===== config.mk =====
export PLATFORM = sky130hd
export DESIGN_NAME = obba_front
export DESIGN_NICKNAME = d
export VERILOG_FILES = /design/src/design/obba_pkg.sv /design/src/design/obba_front.sv
export SDC_FILE = /design/constraint.sdc
export NUM_CORES = 1
export LEC_CHECK = 0
export BUFFER_PORTS_ARGS = -buffer_cell sky130_fd_sc_hd__buf_2
export CAP_MARGIN = 20
export CORE_AREA = 2 2 234 236
export DETAILED_ROUTE_END_ITERATION = 7
export DIE_AREA = 0 0 236 238
export PLACE_DENSITY = 0.81
export SYNTH_ARGS = -nofsm -noshare
export SYNTH_HDL_FRONTEND = slang
export SYNTH_SLANG_ARGS = --single-unit
export TNS_END_PERCENT = 20

===== constraint.sdc =====
create_clock -name i_clk -period 7.51 [get_ports i_clk]
set_input_delay 0.3755 -clock i_clk [delete_from_list [all_inputs] [get_ports i_clk]]
set_output_delay 0.3755 -clock i_clk [all_outputs]
set_load 0.05 [all_outputs]

===== src/design/obba_pkg.sv =====
`default_nettype none
package obba_pkg;
    localparam int COORD_W = 32;
    localparam int LEV_W   = 5;
    localparam int VAL_W   = 32;
    localparam int SUM_W   = 36;
    localparam int NVAL    = 6;
    localparam int STACK_D = 32;
    localparam int DEP_W   = 6;
    localparam int RES_MAX = 32;
    localparam int STAT_W  = 4;
    localparam int CNT_W   = 4;

    localparam logic [7:0] FULL_MASK = 8'hFF;

    localparam logic [STAT_W-1:0] ST_FULL  = 4'd0;
    localparam logic [STAT_W-1:0] ST_X     = 4'd1;
    localparam logic [STAT_W-1:0] ST_Y     = 4'd2;
    localparam logic [STAT_W-1:0] ST_Z     = 4'd3;
    localparam logic [STAT_W-1:0] ST_XY    = 4'd4;
    localparam logic [STAT_W-1:0] ST_YZ    = 4'd5;
    localparam logic [STAT_W-1:0] ST_XZ    = 4'd6;
    localparam logic [STAT_W-1:0] ST_XYZ   = 4'd7;
    localparam logic [STAT_W-1:0] ST_OTHER = 4'd8;
    localparam logic [STAT_W-1:0] ST_DUP   = 4'd9;

    typedef enum logic [1:0] {
        CL_LEAF,
        CL_FLUSH,
        CL_SKIP
    } t_cls;

    typedef struct packed {
        t_cls                           cls;
        logic [COORD_W-1:0]             x;
        logic [COORD_W-1:0]             y;
        logic [COORD_W-1:0]             z;
        logic [LEV_W-1:0]               lev;
        logic [NVAL-1:0][VAL_W-1:0]     v;
    } t_item;

    typedef struct packed {
        logic [COORD_W-1:0]             x;
        logic [COORD_W-1:0]             y;
        logic [COORD_W-1:0]             z;
        logic [LEV_W-1:0]               lev;
        logic [NVAL-1:0][VAL_W-1:0]     v;
        logic [STAT_W-1:0]              status;
    } t_res;

    typedef struct packed {
        logic               idle;
        logic               pend;
        logic [DEP_W-1:0]   depth;
        logic               err_hold;
    } t_eng_stat;

    function automatic logic [STAT_W-1:0] pattern_code(input logic [7:0] m);
        logic [STAT_W-1:0] c;
        case (m)
            8'hFF:   c = ST_FULL;
            8'h55:   c = ST_X;
            8'h33:   c = ST_Y;
            8'h0F:   c = ST_Z;
            8'h11:   c = ST_XY;
            8'h03:   c = ST_YZ;
            8'h05:   c = ST_XZ;
            8'h01:   c = ST_XYZ;
            default: c = ST_OTHER;
        endcase
        return c;
    endfunction
endpackage
`default_nettype wire


===== src/design/obba_front.sv =====
`default_nettype none
// Input classification and a two-entry item queue toward the engine.
module obba_front #(
    parameter int MAX_LEVEL  = 31,
    parameter int COORD_BITS = 32,
    parameter int VALUE_BITS = 32
) (
    input  wire logic                                   i_clk,
    input  wire logic                                   i_rst_n,
    input  wire logic                                   i_valid,
    output logic                                        o_ready,
    input  wire logic                                   i_kind,
    input  wire logic [obba_pkg::COORD_W-1:0]           i_x,
    input  wire logic [obba_pkg::COORD_W-1:0]           i_y,
    input  wire logic [obba_pkg::COORD_W-1:0]           i_z,
    input  wire logic [obba_pkg::LEV_W-1:0]             i_lev,
    input  wire logic [obba_pkg::NVAL-1:0][obba_pkg::VAL_W-1:0] i_v,
    output logic                                        o_valid,
    input  wire logic                                   i_ready,
    output obba_pkg::t_item                             o_item
);
    obba_pkg::t_item r_mem [2];
    logic            r_wp, r_rp;
    logic [1:0]      r_cnt;
    obba_pkg::t_item w_item;
    logic [obba_pkg::COORD_W-1:0] w_cmask;
    logic            w_push, w_pop;

    always_comb begin
        for (int i = 0; i < obba_pkg::COORD_W; i++) begin
            w_cmask[i] = (i < COORD_BITS);
        end
        w_item.x   = i_x & w_cmask;
        w_item.y   = i_y & w_cmask;
        w_item.z   = i_z & w_cmask;
        w_item.lev = i_lev;
        // sign extend from the low VALUE_BITS bits
        for (int k = 0; k < obba_pkg::NVAL; k++) begin
            for (int b = 0; b < obba_pkg::VAL_W; b++) begin
                w_item.v[k][b] = (b < VALUE_BITS) ? i_v[k][b] : i_v[k][VALUE_BITS-1];
            end
        end
        if (i_kind) begin
            w_item.cls = obba_pkg::CL_FLUSH;
        end else if (i_lev == '0 || int'(i_lev) > MAX_LEVEL || int'(i_lev) >= COORD_BITS) begin
            w_item.cls = obba_pkg::CL_SKIP;
        end else begin
            w_item.cls = obba_pkg::CL_LEAF;
        end
    end

    assign o_ready = (r_cnt != 2'd2);
    assign o_valid = (r_cnt != 2'd0);
    assign o_item  = r_mem[r_rp];
    assign w_push  = i_valid && o_ready;
    assign w_pop   = o_valid && i_ready;

    always_ff @(posedge i_clk) begin
        if (!i_rst_n) begin
            r_wp  <= 1'b0;
            r_rp  <= 1'b0;
            r_cnt <= 2'd0;
        end else begin
            if (w_push) begin
                r_wp <= ~r_wp;
            end
            if (w_pop) begin
                r_rp <= ~r_rp;
            end
            r_cnt <= r_cnt + 2'(w_push) - 2'(w_pop);
        end
        if (w_push) begin
            r_mem[r_wp] <= w_item;
        end
    end
endmodule
`default_nettype wire


==> qor.yml, run 1 <==
power_and_ir_drop:
  leakagePower_uw: 0.0120
  peakVddDrop_mv: 0.259
  power_density_nw_per_um2: 330
timing:
  clock_skew_ns: 0.0145
  tns_ns: 0
  drv_slew: 0
  fmax_mhz: 281
  rsz0062_at_grt: "false"
  tightest_slew_ns: 1.16
  slew_headroom_pct: 22.7
  finalHoldViolCount: 0
  period_share_pct: 47.4
  fin_crit_ns: 3.56
  finalSetupViolations: 0
clock_network:
  clock-root-buffer: "clkbuf_16"
  htree_num_levels: 2
  clk_pin_slew_ns: 0.06
  post-cts-setup-buffers: 0
  cts_tree: "yes"
  cts_buffer_depth: 3
  cts_buffers: 57
  clk_latency_ns: 0.59
  cts.sinks: 595
synth:
  syn_inst: 950
  synth-seq-cells: 595
  syn-mean-instance-area_um2: 23.8
  yosys_warnings: 0
  synth_area_um2: 22600
  yosys-top-cells-area: "edfxtp_1, mux2_4, mux2_2"
  ys_seq_area_share_pct: 78.8
  yosysTopAreaCellShare_pct: 78.4
  syn-num-nets: 1249
  synth_area_leader_cell: "edfxtp_1"
  synth_cell_type_count: 26
worst_setup_path:
  r2r-start: "r_cnt[0]"
  crit_required_ns: 7.13
  critical_path_arrival_ns: 3.19
  cp_max_fo: 115
  start_kind: "flop"
  endpoint_kind: "output port"
  crit_type: "flop to output port"
grt:
  antenna_found_initial: 12
  grt_overflow_total: 0
  grt.total_usage_pct: 18.9
  grt_max_degree: 163
  grt_pass1_wl_mm: 80.8
  grt_pass1_vias: 13800
floorplanning:
  io_pins: 595
  die_width_um: 236
  std_cell_rows: 85
  die_h_um: 238
  coreArea_um2: 53500
  dieArea_um2: 56200
  start_util_pct: 42.2
cells_and_area:
  fillCellCount: 3709
  nNetsFinal: 2169
  post-route-util_pct: 57.8
  layout-drive-gt1-share_pct: 51.1
  areaGrowthSynthToFinish_pct: 36.9
drt:
  antenna_left: 0
  wirelength_mm: 55.8
  wl_per_cell_um: 21.3
  dr.pass1.iters: 6
  remaining_drc_errors: 0
  via_per_inst: 4.85
  vias: 12700
  drt_iter0_drc: 654
hold_path:
  hp-start: "i_v[117]"
  hold_path_class: "input pin to flop"
outcome:
  status: "completed"
placement:
  hpwl_mm: 32.8
  gp_congestion: 0.782
  place.port_buffers: 594
job:
  maxCapViolCount: 0
==> routing by layer <==
layer	track usage, %	share of wire [%]
met1	21.0	36
met2	34.3	53
met3	5.28	7.9
met4	7.22	3.1
met5	0	0.038
==> state kept, by name, indices dropped and copies added (netlist names), named ones only <==
name and cells:
r_wp 1, r_cnt 2, r_rp 1, r_mem 590
==> cell families after synthesis <==
| family | synth area share, % |
|---|---|
| buf+inv | 1.57 |
| flops | 78.8 |
| simple gates | 0.443 |
| xor+xnor | 0.0388 |
| mux | 18.9 |
| fa+ha+maj | 0.0554 |
| compound gates | 0.194 |
==> layout by cell type, fill, tap and decap left out, drive strengths merged, types with 4 or more instances in the layout <==
cell type / instances
mux2: 295
clkinv: 27
bufinv: 4
dfxtp: 5
buf: 600
clkbuf: 67
diode: 10
dlygate4sd3: 294
inv: 4
nor2: 4
edfxtp: 590
==> layout make-up <==
class	instances	area, µm²	area share [%]
inverters	2	15.0	0.0485
well taps	696	871	2.82
diodes	10	25.0	0.0809
clock buffers	67	1460	4.73
repair buffers	894	6010	19.4
flip-flops and latches	595	17800	57.6
clock inverters	35	294	0.951
multi-input cells	320	4430	14.3
==> cell usage after synthesis <==
library cell,count
nor4bb_1,1
o21ba_2,1
inv_1,2
mux2_2,45
o31a_1,1
buf_6,29
nand3b_1,1
mux2_4,250
a21bo_2,1
edfxtp_1,590
and3_1,2
dfxtp_1,5
and2b_1,1
nand2b_1,1
or4_1,1
nand3_1,1
nor4_1,1
or2_2,1
ha_1,1
and2_1,1
a21oi_1,1
o21ai_0,2
buf_2,4
nor3_1,2
xor2_1,1
nor2_1,4
==> final timing paths <==
path         depth (start not counted)             to  slack (ns)
min                                  1  r_mem[1][117]        0.05
max reg2reg                          3  r_mem[1][100]        4.69
min reg2reg                          2           r_rp        0.51
max                                  3    o_item[112]        3.95
==> worst max-delay path, stage by stage (launching register included) <==
cell and delay (ns):
dfxtp_4 1.02, buf_12 0.61, mux2_4 0.38, buf_2 0.22
==> per-stage QoR <==
stage	hold slack, ns	std cells	worst slack [ns]	instance area (µm²)	total power [µW]
2_1_floorplan	0.472	950	0.146	22600	6840
3_3_place_gp	0.483	2213	4.66	26200	7310
3_5_place_dp	0.493	2213	4.64	26200	7360
4_1_cts	0.00162	2608	3.97	30900	10200
5_1_grt	0.00715	2617	3.86	30900	10500
6_report	0.0460	2619	3.95	30900	10200
==> power breakdown <==
part	switching (µW)	internal, µW
logic	2210	1090
clock network	1200	1530
registers	141	4040
==> timing repair <==
| item | in CTS | in global routing |
|---|---|---|
| endpoints found under the setup margin | 0 | 0 |
| hold buffers | 293 | 1 |
| resized for setup | 0 | 0 |
| endpoints found under the hold margin | 585 | 2 |
(Power assumes the default switching activity.)
==> inputs of run 2 (changes only) <==
Clock period 7.51 ns to 3.25 ns, I/O delays scaled along.
==> run 2 against run 1 <==
Effect of this change:
- clock power is 140% higher
- register-to-register slack worse by 3.7 ns
- via count grew 1.5%
- non-clock buffer count rose by 31
- power up 140%
- global-route usage increased by 0.82 points
- final cell count is 0.92% higher
- die area unchanged
- clock skew increased by 0.0082 ns
- critical path depth did not move
- sequential power grew 130%
- flip-flop and latch count did not move
- largest cell class unchanged
- largest power group unchanged
==> qor.yml, run 2 (same netlist as run 1, synthesis figures left out) <==
floorplanning:
  std_cell_rows: 85  # unchanged
  start_util_pct: 42.2  # unchanged
  die_h_um: 238  # unchanged
  dieArea_um2: 56200  # unchanged
  io_pins: 595  # unchanged
  die_width_um: 236  # unchanged
  coreArea_um2: 53500  # unchanged
cells_and_area:
  top_register: "r_mem"  # unchanged
  layout-drive-gt1-share_pct: 52.2  # was 51.1%
  post-route-util_pct: 58.6  # was 57.8%
  nNetsFinal: 2200  # was 2,169
  largest_reg_flops: 590  # unchanged
  layout_commonest_cell: "buf_2"  # unchanged
  instances_no_fill: 2643  # was 2,619
  layout_common_cells: "buf_2, edfxtp_1, dlygate4sd3_1"  # unchanged
  areaGrowthSynthToFinish_pct: 38.7  # was 36.9%
  reg_top3: "r_mem x590, r_cnt x2"  # unchanged
timing:
  setup_slack_ns: 0.736  # was 3.95 ns
  drv_slew: 0  # unchanged
  slew_headroom_pct: 42.7  # was 22.7%
  period_share_pct: 77.4
  finalSetupViolations: 0  # unchanged
  fmax_mhz: 398
  rsz0062_at_grt: "false"  # unchanged
  fin_crit_ns: 2.51
  clock_skew_ns: 0.0227  # was 0.0145 ns
  whs_ns: 0.0538  # was 0.0460 ns
  finalHoldViolCount: 0  # unchanged
  tightest_slew_ns: 0.858  # was 1.16 ns
job:
  maxCapViolCount: 0  # unchanged
worst_setup_path:
  critical_path_arrival_ns: 2.35  # was 3.19 ns
  crit_required_ns: 3.09  # was 7.13 ns
  start_kind: "flop"  # unchanged
  path_delay_family: "buffers and inverters"  # was flip-flops
  slowest_delay_ns: 0.63  # was 1.02 ns
  endpoint_kind: "output port"  # unchanged
  crit_type: "flop to output port"  # unchanged
  r2r-start: "r_cnt[0]"  # unchanged
  cp_num_buf_inv: 2  # unchanged
  cp_max_fo: 65  # was 115
  crit_path_top_delay_cell: "dfxtp_4"  # unchanged
  crit_chain: "buf_12 > mux2_4 > buf_2"  # unchanged
clock_network:
  cts.sinks: 595  # unchanged
  clk_latency_ns: 0.62  # was 0.59 ns
  cts_buffers: 57  # unchanged
  clock-root-buffer: "clkbuf_16"  # unchanged
  cts_tree: "yes"  # unchanged
  cts_resized: 0  # unchanged
  htree_num_levels: 2  # unchanged
  clk_pin_slew_ns: 0.06  # about the same
  cts_buffer_depth: 3  # unchanged
  post-cts-setup-buffers: 0  # unchanged
power_and_ir_drop:
  peakVddDrop_mv: 0.526  # was 0.259 mV
  power_density_nw_per_um2: 766  # was 330 nW/µm²
  leakagePower_uw: 0.0123  # was 0.0120 µW
hold_path:
  hp-start: "i_ready"  # was i_v[117]
  hold_path_class: "input pin to flop"  # unchanged
drt:
  vias: 12900  # was 12,700
  remaining_drc_errors: 0  # unchanged
  antenna_left: 0  # unchanged
  wl_per_cell_um: 21.6  # was 21.3 µm
  via_per_inst: 4.88  # was 4.85
  wirelength_mm: 57.1  # was 55.8 mm
  drt_iter0_drc: 715  # was 654
  dr.pass1.iters: 4  # was 6
grt:
  grt_pass1_vias: 14200  # was 13,800
  grt_overflow_total: 0  # unchanged
  grt_pass1_wl_mm: 83.8  # was 80.8 mm
  grt.total_usage_pct: 19.7  # was 18.9%
  grt_max_degree: 80  # was 163
  antenna_found_initial: 5  # was 12
placement:
  hpwl_mm: 35.2  # was 32.8 mm
  gp_congestion: 0.812  # was 0.782
  place_ws_ns: 1.01  # was 4.64 ns
  dp.cells: 2242  # was 2,213
  place.port_buffers: 594  # unchanged
outcome:
  status: "completed"  # unchanged
-- run 2: metal layers --
metal | share of wire [%] | GRT usage [%]
met5 | 0.058 | 0
met4 | 3.5 | 7.68
met3 | 7.4 | 5.50
met2 | 53 | 36.3
met1 | 36 | 21.4
-- run 2: area by class of cell --
class / instances / area (µm²)
well taps: 696 / 871
clock buffers: 71 / 1480
inverters: 2 / 11.3
diodes: 3 / 7.51
flip-flops and latches: 595 / 17800
repair buffers: 925 / 6360
multi-input cells: 320 / 4440
clock inverters: 31 / 355
fillers: 3708 / 22100
-- run 2: what timing repair did --
| item | 4_1_cts | 5_1_grt |
|---|---|---|
| setup endpoints to repair | 0 | 0 |
| endpoints found under the hold margin | 595 | 0 |
| hold buffers | 296 | 0 |
-- run 2: worst paths after layout --
kind                        end  slack, ns  depth (start not counted)
setup / recovery     o_item[57]       0.74                          3
hold / removal             r_rp       0.05                          4
setup reg to reg  r_mem[0][214]       0.99                          4
hold reg to reg            r_rp       0.53                          2
-- run 2: where the power goes --
| part | internal (µW) | leakage (µW) | total [µW] | switching, µW |
|---|---|---|---|---|
| clock network | 3780 | 0.000903 | 6590 | 2810 |
| registers | 9320 | 0.00556 | 9580 | 260 |
| logic | 2600 | 0.00582 | 7830 | 5220 |
| total | 15700 | 0.0123 | 24000 | 8300 |
-- run 2: worst reg2reg max path, delay by kind of cell (launching register included) --
family	cells	cell delay [ns]
buffers and inverters	2	1.26
DFF	1	0.36
and+or+nand+nor	2	0.34
-- run 2: through the flow --
step / setup TNS [ns] / total power, µW / cell area [µm²]
2_1_floorplan: -1091.82 / 15800 / 22600
3_3_place_gp: 0 / 17100 / 26500
3_5_place_dp: 0 / 17200 / 26500
4_1_cts: 0 / 24000 / 31300
5_1_grt: 0 / 24700 / 31300
6_report: 0 / 24000 / 31300
==> inputs of run 3 (changes only) <==
Settings changed: CORE_AREA 2 2 234 236 to 2 2 229 231, DIE_AREA 0 0 236 238 to 0 0 231 233.
Clock period 3.25 ns to 2.6 ns, I/O delays scaled along.
==> run 3 against run 2 <==
Effect of this change:
- final cell count is essentially flat
- worst setup slack worse by 0.50 ns
- register-to-register slack worse by 0.20 ns
- power increased by 26%
- final area is 0.42% higher
- core utilization increased by 3.0 points
- wire length increased by 2.9%
- highest routed layer unchanged
==> qor.yml, run 3 (same netlist as run 1, synthesis figures left out) <==
cells_and_area:
  nNetsFinal: 2208  # was 2,200
  layout_commonest_cell: "buf_2"  # unchanged
  top_register: "r_mem"  # unchanged
  largest_reg_flops: 590  # unchanged
  layout_common_cells: "buf_2, edfxtp_1, dlygate4sd3_1"  # unchanged
  areaGrowthSynthToFinish_pct: 39.3  # was 38.7%
  reg_top3: "r_mem x590, r_cnt x2"  # unchanged
  layout-drive-gt1-share_pct: 52.2  # about the same
clock_network:
  clock-root-buffer: "clkbuf_16"  # unchanged
  cts_tree: "yes"  # unchanged
  cts_buffer_depth: 3  # unchanged
  cts.sinks: 595  # unchanged
  htree_num_levels: 2  # unchanged
  clk_latency_ns: 0.60  # was 0.62 ns
  clk_pin_slew_ns: 0.07  # was 0.06 ns
  post-cts-setup-buffers: 0  # unchanged
  cts_buffers: 58  # was 57
floorplanning:
  start_util_pct: 44.2  # was 42.2%
  std_cell_rows: 83  # was 85
  die_h_um: 233  # was 238 µm
  io_pins: 595  # unchanged
  die_width_um: 231  # was 236 µm
  dieArea_um2: 53800  # was 56,200 µm²
  coreArea_um2: 51100  # was 53,500 µm²
timing:
  finalHoldViolCount: 0  # unchanged
  fmax_mhz: 424
  rsz0062_at_grt: "false"  # unchanged
  tns_ns: 0  # unchanged
  tightest_slew_ns: 0.488  # was 0.858 ns
  fin_crit_ns: 2.36
  clock_skew_ns: 0.0237  # was 0.0227 ns
  whs_ns: 0.259  # was 0.0538 ns
  slew_headroom_pct: 67.5  # was 42.7%
  drv_slew: 0  # unchanged
  finalSetupViolations: 0  # unchanged
  period_share_pct: 90.8
power_and_ir_drop:
  peakVddDrop_mv: 0.744  # was 0.526 mV
  power_density_nw_per_um2: 958  # was 766 nW/µm²
  leakagePower_uw: 0.0123  # about the same
hold_path:
  hp-start: "i_v[51]"  # was i_ready
  hold_path_class: "input pin to flop"  # unchanged
grt:
  grt_use_met1_pct: 23.0  # was 21.4%
  grt_use_met2_pct: 38.9  # was 36.3%
  antenna_found_initial: 10  # was 5
  grt_use_met3_pct: 5.74  # was 5.50%
  top_usage_layer: "met2"  # unchanged
  grt_pass1_wl_mm: 85.0  # was 83.8 mm
  grt.total_usage_pct: 21.2  # was 19.7%
  grt_overflow_total: 0  # unchanged
  grt_max_degree: 81  # was 80
  grt_pass1_vias: 14100  # was 14,200
worst_setup_path:
  r2r-end: "r_mem[0][210]"  # was r_mem[0][214]
  ff2ff_setup_slack_ns: 0.79  # was 0.99 ns
  crit_required_ns: 2.47  # was 3.09 ns
  crit_type: "flop to output port"  # unchanged
  critical_path_arrival_ns: 2.23  # was 2.35 ns
  endpoint_kind: "output port"  # unchanged
  crit_end: "o_item[248]"  # was o_item[57]
  start_kind: "flop"  # unchanged
  r2r-start: "r_cnt[0]"  # unchanged
  reg2reg_depth: 5  # was 4
  cp_max_fo: 35  # was 65
drt:
  vias: 13100  # was 12,900
  antenna_left: 0  # unchanged
  via_per_inst: 4.94  # was 4.88
  dr.pass1.iters: 5  # was 4
  drt_iter0_drc: 728  # was 715
  wl_per_cell_um: 22.2  # was 21.6 µm
  remaining_drc_errors: 0  # unchanged
  wirelength_mm: 58.8  # was 57.1 mm
job:
  maxCapViolCount: 0  # unchanged
outcome:
  status: "completed"  # unchanged
placement:
  place.port_buffers: 594  # unchanged
  gp_congestion: 0.882  # was 0.812
  hpwl_mm: 35.7  # was 35.2 mm
run 3: layout make-up:
type                    instances  area, µm²
clock buffers                  76       1580
repair buffers                932       6440
inverters                       2       11.3
flip-flops and latches        595      17800
multi-input cells             320       4440
diodes                          7       17.5
well taps                     680        851
clock inverters                32        314
fillers                      3415      19600
run 3: per-stage QoR:
stage | utilization (%) | setup slack [ns] | std cells | instance area [µm²] | total power (µW)
2_1_floorplan | - | -2.94 | 950 | 22600 | 19700
3_3_place_gp | 52.0 | 0.844 | 2232 | 26600 | 21300
3_5_place_dp | 52.0 | 0.808 | 2232 | 26600 | 21500
4_1_cts | 61.6 | 0.204 | 2637 | 31500 | 30100
5_1_grt | 61.6 | 0.174 | 2643 | 31500 | 31000
6_report | 61.6 | 0.240 | 2644 | 31500 | 30200
run 3: how the worst min path moves through the flow:
stage	endpoint	slack [ns]	cells after the start
after floorplan	r_mem[0][0]	0.23	0
after global placement	r_mem[0][41]	0.32	1
after detailed placement	r_mem[1][181]	0.32	1
after CTS	r_mem[1][207]	0.21	2
after global routing	r_mem[0][10]	0.24	2
final	r_mem[0][51]	0.26	2
run 3: worst max-delay path, cell delays in order, from the launching register on:
cell	delay [ns]
dfxtp_4	0.37
buf_12	0.25
buf_4	0.38
mux2_4	0.35
buf_2	0.22
run 3: what timing repair did:
item                       4_1_cts  5_1_grt
gates resized for setup          0        0
hold endpoints to repair       595        0
setup endpoints to repair        0        0
hold buffers                   297        0
run 3: per-layer routing:
layer,vias up,share of wire [%]
li1,5739,-
met1,6492,35
met2,682,53
met3,134,8.0
met4,4,3.8
met5,-,0.046
run 3: where the power goes:
| group | internal (µW) | leakage [µW] | switching [µW] |
|---|---|---|---|
| clock network | 4870 | 0.000916 | 3490 |
| logic | 3260 | 0.00586 | 6590 |
| registers | 11700 | 0.00556 | 304 |
